===== src/design/fpt_pkg.sv =====
// Shared constants and control types for the FIR filter with peak tracking.
package fpt_pkg;

  localparam int MAX_TAPS      = 128;
  localparam int SAMPLE_BITS   = 16;
  localparam int OUT_BITS      = 40;
  localparam int TAP_CNT_BITS  = 8;
  localparam int COEF_IDX_BITS = 7;

  localparam int CNT_W  = $clog2(MAX_TAPS);
  localparam int TAPS_W = $clog2(MAX_TAPS + 1);
  localparam int PROD_W = 2 * SAMPLE_BITS;

  localparam int ACC_RAW_W = PROD_W + CNT_W + 1;
  localparam int ACC_W     = (ACC_RAW_W > OUT_BITS) ? ACC_RAW_W : OUT_BITS;

  localparam logic [TAP_CNT_BITS-1:0] TAP_COUNT_RESET = TAP_CNT_BITS'(100);

  typedef struct packed {
    logic shift;
    logic rotate;
  } cell_ctl_t;

  typedef struct packed {
    logic acc_clear;
    logic mul_act;
    logic peak_clear;
    logic sat_en;
    logic commit;
  } mac_ctl_t;

endpackage


===== src/design/fpt_cell.sv =====
// One tap cell: holds a delay-line sample and its coefficient on a rotating ring.
module fpt_cell (
  input  logic                                 clk,
  input  logic                                 rst,
  input  fpt_pkg::cell_ctl_t                   ctl,
  input  logic                                 load,
  input  logic signed [fpt_pkg::SAMPLE_BITS-1:0] load_value,
  input  logic signed [fpt_pkg::SAMPLE_BITS-1:0] shift_in,
  input  logic signed [fpt_pkg::SAMPLE_BITS-1:0] rot_s_in,
  input  logic signed [fpt_pkg::SAMPLE_BITS-1:0] rot_c_in,
  output logic signed [fpt_pkg::SAMPLE_BITS-1:0] s_out,
  output logic signed [fpt_pkg::SAMPLE_BITS-1:0] c_out
);

  logic signed [fpt_pkg::SAMPLE_BITS-1:0] s;
  logic signed [fpt_pkg::SAMPLE_BITS-1:0] c;

  always_ff @(posedge clk) begin
    if (rst) begin
      s <= '0;
      c <= '0;
    end else if (ctl.rotate) begin
      s <= rot_s_in;
      c <= rot_c_in;
    end else begin
      if (ctl.shift) begin
        s <= shift_in;
      end
      if (load) begin
        c <= load_value;
      end
    end
  end

  assign s_out = s;
  assign c_out = c;

endmodule


===== config.mk =====
export PLATFORM = sky130hd
export DESIGN_NAME = fpt_cell
export DESIGN_NICKNAME = d
export VERILOG_FILES = /design/src/design/fpt_pkg.sv /design/src/design/fpt_cell.sv
export SDC_FILE = /design/constraint.sdc
export NUM_CORES = 1
export LEC_CHECK = 0
export ABC_AREA = 1
export ABC_CLOCK_PERIOD_IN_PS = 1000
export BUFFER_PORTS_ARGS = -buffer_cell sky130_fd_sc_hd__buf_2
export CAP_MARGIN = 20
export CORE_ASPECT_RATIO = 1.4
export CORE_MARGIN = 5
export CORE_UTILIZATION = 39
export DETAILED_ROUTE_END_ITERATION = 16
export MAX_ROUTING_LAYER = met4
export PLACE_DENSITY = 0.88
export SLEW_MARGIN = 10
export SYNTH_ARGS = -nofsm -noshare
export SYNTH_HDL_FRONTEND = slang
export SYNTH_SLANG_ARGS = --single-unit

===== constraint.sdc =====
create_clock -name clk -period 1 [get_ports clk]
set_clock_uncertainty 0.15 [all_clocks]
set_input_delay 0.2 -clock clk [delete_from_list [all_inputs] [get_ports clk]]
set_output_delay 0.2 -clock clk [all_outputs]
set_load 0.005 [all_outputs]

* Word level (Yosys, flattened, before mapping) *
Index checks and enable logic that the tools add are counted.

word-level totals
  flip-flop bits (word level) = 32
  logic and storage cells = 8
  output and inout port bits = 32
  bits of input ports = 69

cells by class
  muxes and demuxes = 4
  reduce and logical (&&, ||, !) cells = 2

operator list
  operator            count
  two-way mux 16 bit  4
  nonzero test 2 bit  2

* Longest topological paths before layout *
  word-level depth = 2
  depth in mapped cells = 7
  gate-level depth less buffers = 5

* Worst setup path before layout *
Ideal clock, no wire load.

  path type = input-to-reg
  start = input port ctl[0] (netlist bit)
  end = register c (netlist bit c_out[10])
  buffers on the path = 2
  stages on the path = 7
  slack = -0.001 ns
  setup time = 0.056 ns
  arrival time = 0.795 ns
  required time = 0.794 ns
  path through = buf_6 nor2_8 buf_12 nand2_2 nand3_1 nand2_1 inv_1

on the way
  word-level cells in the longest chain between the ends = 1
  elaborated cells between the ends (all ways) = 2
  classes of those cells = mux: 1; reduce/logical: 1

ends and longest elaborated chain
  element                                                          line            source
  from (decl)                                                      fpt_cell.sv:5   input fpt_pkg::cell_ctl_t ctl,
  two-way mux 16 bit / nonzero test 2 bit (equally long branches)  -
  to (signal assigned)                                             fpt_cell.sv:24  c <= rot_c_in;
  to (signal assigned)                                             fpt_cell.sv:30  c <= load_value;
  to (decl)                                                        fpt_cell.sv:16  logic signed [fpt_pkg::SAMPLE_BITS-1:0] c;

Parallel ways exist; a longest one is shown, timed or not.
A chain may end at the register's enable or synchronous reset.

* Worst setup path after layout *
  start = register c (netlist bit c_out[14])
  end = output port c_out[14] (netlist bit)

RTL lines
  element    line            source
  to (decl)  fpt_cell.sv:12  output logic signed [fpt_pkg::SAMPLE_BITS-1:0] c_out

No word-level cell between the ends.

==> reports/results.tsv <==
metric	value	unit
largest net degree at the start of global routing	33	
Worst EP arrival	720	ps
Final Instance Area	2550	µm²
CP Launch Type	flip-flop	
Combinational Power Share	22.3	%
Synth cell types	12	
initial antenna violation count	0	
Final ANT Viol Nets	0	
CP max-delay cell	dfxtp_2	
Post-DP Area	2240	µm²
Initial Utilization	39.7	%
Tightest Pin Transition	249	ps
Hold EP	c_out[2]$_SDFFE_PP0P_	
CP required	650	ps
num rows	28	
port bufs	100	
Reg power frac	44.9	%
GR Overflow Total	0	
Yosys warnings	0	
die height	87.1	µm
share of cells above drive strength 1	49.3	%
Core Region	4170	µm²
number of buffers created by CTS	5	
CP endpoint kind	output pin	
VDD IR max	0.000802	V
Mapped Cells	244	
Synth-to-Final Area Change	54.2	%
wire per inst	12.3	µm
Net Switching	0.806	mW
Clock power frac	32.8	%
Design Power	3.18	mW
R2R Path End	c_out[14]$_SDFFE_PP0P_	
vias per inst	4.80	
gp weighted congestion	0.799	
TritonRoute pass-1 iters	4	
worst-case clock buffer depth	2	
Syn Nets	313	
WS Path Type	reg2out	
post-DP HPWL	3.66	mm
Final WS setup	-71.8	ps
min cycle time layout	1070	ps
Pwr Density	1250	nW/µm²
final hold violations	0	
unrepaired setup endpoints after global routing	yes	
Worst Hold Class	in2reg	
Post-layout nets	428	
pre-CTS WS	-213	ps
die footprint	5670	µm²
Hold Path Stages	5	
fmax	933	MHz
Crit Path Max Fanout	2	
TritonCTS Sinks	32	
worst path cell trace	buf_2	
Internal	2.38	mW
1st-iter DRT viols	87	
max cap viols	0	
Reg2Reg Depth	6	
clock root cell	clkbuf_8	
Synth Cell Area	1660	µm²
Setup-failing EPs final	32	
routed vias	1940	
post-synthesis sequential area ratio	38.7	%
DIE WIDTH	65.1	µm
fin crit share	107	%
IO Count	101	
setup tns final	-1870	ps
fill count	364	
cell family with most CP delay	flip-flops	
CTS tree	built	
clk_lat worst skew	270	ps
Max stage delay on crit path	340	ps
Lkg Pwr	1.55	nW
vias in the first global route	1877	
GRT Total Usage	18.4	%
Yosys reg bits	32	
failing checks	negative setup slack	
antenna diode count	0	
cts hold-fix bufs	0	
HP Start	rot_c_in[2]	
Switching Share	25.3	%
syn_area_per_cell	6.79	µm²
Max transition margin	83.4	%
first-pass GRT wire length	7.94	mm
reg-to-reg startpoint	c_out[14]$_SDFFE_PP0P_	
clk slew on worst S/H paths	60	ps
Pins Over Slew Limit	0	
CP bufs+invs	1	
FF-to-FF setup slack	30	ps
Routed WL	4.98	mm
# DRC	0	
status	finished with violations	
# H-tree levels	2	
==> final cells by class <==
type | instances | area, µm² | area share (%)
Timing Repair Buffer | 124 | 841 | 32.9
Multi-Input combinational cell | 162 | 751 | 29.4
Sequential cell | 32 | 681 | 26.6
Inverter | 34 | 130 | 5.09
Clock buffer | 7 | 96.3 | 3.77
Tap cell | 45 | 56.3 | 2.20
==> synthesized netlist by cell type <==
cell     count  area share [%]
buf_2        3            0.91
nand3_1     64              19
nand2_1     86              19
inv_4        1            0.38
buf_1        1            0.23
buf_6        5             3.4
inv_1       33             7.5
buf_4        6             2.7
buf_12       1             1.2
nor2_8       2             2.4
dfxtp_1     32              39
nand2_2     10             3.8
==> layer usage <==
metal | global-route usage, % | vias up | wire length [µm]
met5 | - | - | 0
met4 | 6.79 | 0 | 89
met3 | 4.39 | 7 | 372
met1 | 18.0 | 877 | 1850
met2 | 34.8 | 78 | 2670
li1 | - | 978 | -
==> logic make-up after synthesis <==
| group | share of synthesized area (%) |
|---|---|
| simple gates | 45.0 |
| buf+inv | 16.3 |
| flops | 38.7 |
==> stage by stage <==
| stage | cells | hold WS, ps | util (%) |
|---|---|---|---|
| floorplan | 244 | 231 | - |
| finish | 404 | 67.6 | 61.3 |
| CTS | 401 | 59.1 | 58.6 |
| global placement | 385 | 341 | 53.7 |
| global route | 404 | 80.9 | 61.3 |
| detailed placement | 385 | 352 | 53.7 |
==> power groups by stage <==
stage	Sequential, mW	Clock (mW)	Combinational (mW)
2_1_floorplan	1.44	0	0.319
3_3_place_gp	1.43	0	0.610
3_5_place_dp	1.43	0	0.623
4_1_cts	1.42	1.09	0.663
5_1_grt	1.44	1.14	0.792
6_report	1.43	1.04	0.711
==> placed cells by master, fill, tap and decap left out, drive strengths merged <==
cell type / count
buf: 123
nor2: 2
nand2: 96
clkbuf: 8
dfxtp: 32
inv: 34
nand3: 64
==> registers in the layout, indices dropped and copies added (netlist names) <==
name	flops
c_out	16
s_out	16
==> worst max-delay path by stage <==
stage	end	slack, ps	from	cells after the start
detailed placement	c_out[10]$_SDFFE_PP0P_	-210	ctl[0]	7
finish	c_out[14]	-70	c_out[14]$_SDFFE_PP0P_	1
global placement	s_out[3]$_SDFFE_PP0P_	-190	ctl[0]	7
global route	c_out[10]	-120	c_out[10]$_SDFFE_PP0P_	1
floorplan	s_out[10]$_SDFFE_PP0P_	6	ctl[0]	7
CTS	c_out[8]	-80	c_out[8]$_SDFFE_PP0P_	1
==> repair_timing <==
action,4_1_cts,5_1_grt
setup buffers,9,3
pin swaps,0,1
resized for setup,31,17
endpoints found under the setup margin,32,33
cloned,0,0
(Power assumes the default switching activity.)
