`src/design/fpt_pkg.sv`:
```
// Shared constants and control types for the FIR filter with peak tracking.
package fpt_pkg;

  localparam int MAX_TAPS      = 128;
  localparam int SAMPLE_BITS   = 16;
  localparam int OUT_BITS      = 40;
  localparam int TAP_CNT_BITS  = 8;
  localparam int COEF_IDX_BITS = 7;

  localparam int CNT_W  = $clog2(MAX_TAPS);
  localparam int TAPS_W = $clog2(MAX_TAPS + 1);
  localparam int PROD_W = 2 * SAMPLE_BITS;

  localparam int ACC_RAW_W = PROD_W + CNT_W + 1;
  localparam int ACC_W     = (ACC_RAW_W > OUT_BITS) ? ACC_RAW_W : OUT_BITS;

  localparam logic [TAP_CNT_BITS-1:0] TAP_COUNT_RESET = TAP_CNT_BITS'(100);

  typedef struct packed {
    logic shift;
    logic rotate;
  } cell_ctl_t;

  typedef struct packed {
    logic acc_clear;
    logic mul_act;
    logic peak_clear;
    logic sat_en;
    logic commit;
  } mac_ctl_t;

endpackage

```
`src/design/fpt_mac.sv`:
```
// Multiply-accumulate at the head of the ring, saturation and running peak.
module fpt_mac (
  input  logic                                   clk,
  input  logic                                   rst,
  input  fpt_pkg::mac_ctl_t                      ctl,
  input  logic signed [fpt_pkg::SAMPLE_BITS-1:0] s_tap,
  input  logic signed [fpt_pkg::SAMPLE_BITS-1:0] c_tap,
  output logic signed [fpt_pkg::OUT_BITS-1:0]    res,
  output logic        [fpt_pkg::OUT_BITS-1:0]    peak_new
);

  localparam logic [fpt_pkg::OUT_BITS-1:0] OUT_MIN = {1'b1, {(fpt_pkg::OUT_BITS-1){1'b0}}};
  localparam logic [fpt_pkg::OUT_BITS-1:0] OUT_MAX = {1'b0, {(fpt_pkg::OUT_BITS-1){1'b1}}};

  logic signed [fpt_pkg::PROD_W-1:0]   prod;
  logic                                prod_act;
  logic signed [fpt_pkg::ACC_W-1:0]    acc;
  logic        [fpt_pkg::OUT_BITS-1:0] peak;
  logic [fpt_pkg::ACC_W-fpt_pkg::OUT_BITS:0] acc_hi;
  logic                                fits;
  logic        [fpt_pkg::OUT_BITS-1:0] sat;
  logic        [fpt_pkg::OUT_BITS-1:0] mag;

  assign acc_hi = acc[fpt_pkg::ACC_W-1:fpt_pkg::OUT_BITS-1];
  assign fits   = (&acc_hi) || ~(|acc_hi);
  assign sat    = fits ? acc[fpt_pkg::OUT_BITS-1:0] :
                  (acc[fpt_pkg::ACC_W-1] ? OUT_MIN : OUT_MAX);

  assign mag      = res[fpt_pkg::OUT_BITS-1] ? (fpt_pkg::OUT_BITS'(0) - $unsigned(res))
                                             : $unsigned(res);
  assign peak_new = (mag > peak) ? mag : peak;

  always_ff @(posedge clk) begin
    prod <= s_tap * c_tap;
    if (ctl.acc_clear) begin
      acc <= '0;
    end else if (prod_act) begin
      acc <= acc + fpt_pkg::ACC_W'(prod);
    end
    if (ctl.sat_en) begin
      res <= $signed(sat);
    end
  end

  always_ff @(posedge clk) begin
    if (rst) begin
      prod_act <= 1'b0;
      peak     <= '0;
    end else begin
      prod_act <= ctl.mul_act;
      if (ctl.peak_clear) begin
        peak <= '0;
      end else if (ctl.commit) begin
        peak <= peak_new;
      end
    end
  end

endmodule

```
`config.mk`:
```
export PLATFORM = sky130hd
export DESIGN_NAME = fpt_mac
export DESIGN_NICKNAME = d
export VERILOG_FILES = /design/src/design/fpt_pkg.sv /design/src/design/fpt_mac.sv
export SDC_FILE = /design/constraint.sdc
export NUM_CORES = 1
export LEC_CHECK = 0
export BUFFER_PORTS_ARGS = -buffer_cell sky130_fd_sc_hd__buf_2
export CAP_MARGIN = 20
export CORE_ASPECT_RATIO = 0.7
export CORE_MARGIN = 3
export CORE_UTILIZATION = 25
export CTS_CLUSTER_DIAMETER = 120
export CTS_CLUSTER_SIZE = 8
export DETAILED_ROUTE_END_ITERATION = 7
export GPL_ROUTABILITY_DRIVEN = 0
export PLACE_DENSITY = 0.45
export SYNTH_ARGS = -nofsm -noshare
export SYNTH_HDL_FRONTEND = slang
export SYNTH_SLANG_ARGS = --single-unit
```
`constraint.sdc`:
```
create_clock -name clk -period 19.25 [get_ports clk]
set_input_delay 3.85 -clock clk [delete_from_list [all_inputs] [get_ports clk]]
set_output_delay 3.85 -clock clk [all_outputs]
set_load 0.005 [all_outputs]
```
# Word-level counts from Yosys, hierarchy flattened
# Cells that the tools add are included.
totals:
  reg_bits: 153
  inputBits: 39
  wordCells: 12
classes:
  add_sub_neg: 2
  mul: 1
  order_cmp: 1
  muxes: 2
  reduce_logical: 1
op_table:
  columns: ["op", "count"]
  rows:
  - ["$mux 40", 2]
  - ["$add 40x32->40", 1]
  - ["$gt 40x40->1", 1]
  - ["$sub 1x40->40 const A", 1]
  - ["$mul 16x16->32", 1]
  - ["$reduce_or 2->1", 1]

# Logic depth before layout (Yosys ltp)
depth:
  word_depth: 4
  depth_mapped: 24
  ltp_nobuf: 23

# Worst setup path after synthesis
# No wires, ideal clock.
synth_timing:
  path_type: "input-to-reg"
  start: "input port s_tap[10] (netlist bit)"
  end: "register prod[22] (netlist bit)"
  arrival_time_ps: 9819
  required_ps: 19178
  slack_ps: 9359
  stages: 20
  cell_sequence: "clkbuf_1 nand2_1 fa_1 fa_1 fa_1 fa_1 inv_1 fa_1 inv_1 fa_1 inv_1 ha_1 and3_1 a221o_1 o311a_1 or2_2 and2_1 or2_2 a41oi_1 xnor2_1"
synth_between:
  elab_chain_len: 1
synth_rtl:
  columns: ["item", "line_no", "rtl"]
  rows:
  - ["start: declaration", "fpt_mac.sv:6", "input logic signed [fpt_pkg::SAMPLE_BITS-1:0] s_tap,"]
  - ["$mul 16x16->32", "fpt_mac.sv:34", "prod <= s_tap * c_tap;"]
  - ["end signal: assignment", "fpt_mac.sv:34", null]
  - ["end: declaration", "fpt_mac.sv:15", "logic signed [fpt_pkg::PROD_W-1:0] prod;"]
# Every way passes these cells.
# A chain may end at the register's enable or synchronous reset.

# Final worst setup path
layout_timing:
  start: "register res[8] (netlist bit)"
  end: "output port peak_new[39] (netlist bit)"
layout_between:
  elab_chain_len: 4
layout_rtl:
  columns: ["item", "line_no", "rtl"]
  rows:
  - ["start: declaration", "fpt_mac.sv:8", "output logic signed [fpt_pkg::OUT_BITS-1:0] res,"]
  - ["start signal: assignment", "fpt_mac.sv:41", "res <= $signed(sat);"]
  - ["$sub 1x40->40", "fpt_mac.sv:29", "assign mag = res[fpt_pkg::OUT_BITS-1] ? (fpt_pkg::OUT_BITS'(0) - $unsigned(res))"]
  - ["$mux 40 (*)", "fpt_mac.sv:29", null]
  - ["$gt 40x40->1", "fpt_mac.sv:31", "assign peak_new = (mag > peak) ? mag : peak;"]
  - ["$mux 40 (*)", "fpt_mac.sv:31", null]
  - ["end: declaration", "fpt_mac.sv:9", "output logic [fpt_pkg::OUT_BITS-1:0] peak_new"]
# Mark *: on every way between the ends. The rest lies on a longest branch, timed or not.

==> results.py <==
metrics = {
    "yosys": {
        "yosys_most_used_dff": "dfxtp_1",
        "synth.yosys.warnings": 0,
        "synth_async_sr_flop_share": 0,
        "synth.area.mux_share": 0.0334,
        "synth-seq-area-share": 0.183,
        "syn_area_um2": 18900,
        "synthXorXnorAreaFrac": 0.0467,
        "synth_top_family_by_area": "adder cells",
        "synth-edff-count": 40,
        "syn_area_per_cell_um2": 9.16,
        "synthSimpleGateAreaFrac": 0.156,
        "synth_compound_area_frac": 0.109,
        "synth-seq-cells": 153,
        "yosys.area_share.adder": 0.385,
        "syn_inst": 2068,
        "synth_fp_nets": 2532,
        "synth_cell_type_count": 75,
    },
    "timing": {
        "max_clock_freq_mhz": 96.1,
        "finClkSkew_ns": 0.0132,
        "rsz0062_at_grt": "false",
        "finalSetupTns_ns": 0,
        "relSlewSlack": 0.324,
        "maxSlewViolCount": 0,
        "worstMarginPinSlew_ns": 1.01,
        "finalHoldViolations": 0,
        "fin_crit_sh": 0.541,
        "min_period_ns": 10.41,
        "hold_slack_ns": 0.463,
        "setup_viol": 0,
    },
    "cts": {
        "post_cts.repair.setup_buffers": 0,
        "ctsHoldBuffers": 0,
        "cts_made_buffers": 17,
        "cts_buffer_depth": 2,
        "clk_pin_slew_worst_paths_ns": 0.07,
        "htree_levels": 4,
        "cts-resized-gates": 0,
        "worstSkewPairLatency_ns": 0.44,
        "cts_tree": "built",
        "cts_sinks": 153,
        "clock-root-buffer": "clkbuf_16",
    },
    "setup_path": {
        "crit_type": "reg -> out",
        "end_kind": "primary output",
        "start_kind": "register",
        "worstPathRequired_ns": 15.40,
        "r2r_setup_slack_ns": 13.03,
        "cp.arrival_ns": 6.56,
        "path_max_fanout": 40,
    },
    "die": {
        "design.portCount": 119,
        "start_util": 0.255,
        "die_x_um": 335,
        "die-area_um2": 79100,
        "die_y_um": 236,
        "core_um2": 74100,
        "rows": 83,
    },
    "final_layout": {
        "final_area_um2": 21100,
        "mostFrequentLayoutCells": "inv_1 (356), fa_1 (263), nand2_1 (178)",
        "drive_above_1_share": 0.105,
        "final_common_cell": "inv_1",
        "final_nets": 2595,
        "final_cells": 3121,
        "area_delta_synth_final_pct": 11.4,
        "nFillCells": 7883,
    },
    "route": {
        "drc": 0,
        "wirelength_um": 51300,
        "wl_per_cell_um": 16.4,
        "vias": 14464,
        "drtIter0Drc": 860,
        "ant_nets": 0,
        "avgViaCountPerCell": 4.63,
        "drtPass1Iterations": 6,
    },
    "global_routing": {
        "grt_pass1_wl_um": 85200,
        "grt_max_degree": 44,
        "grtUsageTotal": 0.134,
        "antenna_found_initial": 0,
        "grt_overflow_total": 0,
        "grt_pass1_vias": 15537,
    },
    "place": {
        "hpwl_um": 40900,
        "placed_cell_area_um2": 20500,
        "port_buffers": 118,
        "dp.cells": 3089,
    },
    "job": {
        "drv_cap": 0,
    },
    "worst_hold_path": {
        "hp-class": "reg -> reg",
    },
    "run_status": {
        "status": "finished clean",
    },
}
-- worst paths after layout --
path	end	from	depth (start not counted)
hold reg to reg	res[39]	acc[39]	0
hold / removal	res[39]	acc[39]	0
setup / recovery	peak_new[39]	res[8]	18
setup reg to reg	peak[20]	res[8]	17
-- cell families (layout without fill, tap and decap cells) --
family | Yosys count | count (layout)
AND/OR/NAND/NOR | 577 | 577
buffers and inverters | 437 | 512
adder cells (fa/ha/maj) | 425 | 425
AO/OA/AOI/OAI | 317 | 317
flip-flops | 153 | 153
XOR/XNOR | 101 | 101
multiplexers | 58 | 58
other | 0 | 1
-- cell type report --
class	instances	area [µm²]	share of cell area
Antenna cell	1	2.50	0.000119
Clock buffer	17	425	0.0202
Clock inverter	14	150	0.00711
Inverter	356	1340	0.0633
Multi-Input combinational cell	1478	13900	0.657
Sequential cell	153	3460	0.164
Tap cell	977	1220	0.0579
Timing Repair Buffer	125	643	0.0305
-- critical path: stages (launching register included) --
cell,delay [ns]
edfxtp_1,0.51
or4_4,0.60
or4_4,0.53
or2_4,0.27
nor2_4,0.17
nand3_2,0.20
o31ai_2,0.27
xnor2_1,0.15
ha_1,0.32
nand4_1,0.15
nor2_1,0.17
nand4_1,0.16
or3_1,0.56
nor4_1,0.72
a21oi_1,0.08
nand2_1,0.10
buf_4,0.50
mux2_2,0.47
buf_2,0.15
-- per-stage QoR --
step                      worst slack, ns   util
after global placement               8.93  0.277
after CTS                            8.82  0.285
after global routing                 8.52  0.285
after detailed placement             8.91  0.277
final                                8.84  0.285
after floorplan                      9.36      -
-- registers in the layout, summed over array words and instances (netlist names) --
signal and cells:
acc 40, res 40, prod 32, prod_act 1, peak 40
-- synth_stat cells (17+ instances only) --
master | instances | area share
nand3_1 | 20 | 0.0053
nor2_1 | 77 | 0.015
nand2b_1 | 17 | 0.0056
mux2i_1 | 17 | 0.0090
edfxtp_1 | 40 | 0.063
fa_1 | 263 | 0.28
dfxtp_1 | 113 | 0.12
xnor2_1 | 84 | 0.039
nand2_1 | 178 | 0.035
nor4_1 | 42 | 0.014
clkbuf_1 | 71 | 0.014
ha_1 | 162 | 0.11
a21o_1 | 40 | 0.016
a21oi_1 | 112 | 0.030
nor3_1 | 46 | 0.012
o21ai_0 | 50 | 0.013
mux2_2 | 41 | 0.024
xor2_1 | 17 | 0.0079
inv_1 | 356 | 0.071
and2_1 | 127 | 0.042
-- per-layer routing --
layer	vias up	GRT usage	wire length (µm)
li1	6888	-	-
met3	38	0.0215	2080
met4	0	0.0213	485
met5	-	0	0
met2	275	0.228	24600
met1	7263	0.183	24100
Power is left out: the tool's default activity adds up to more than one toggle a clock period on the data nets, which glitch-free logic cannot reach.
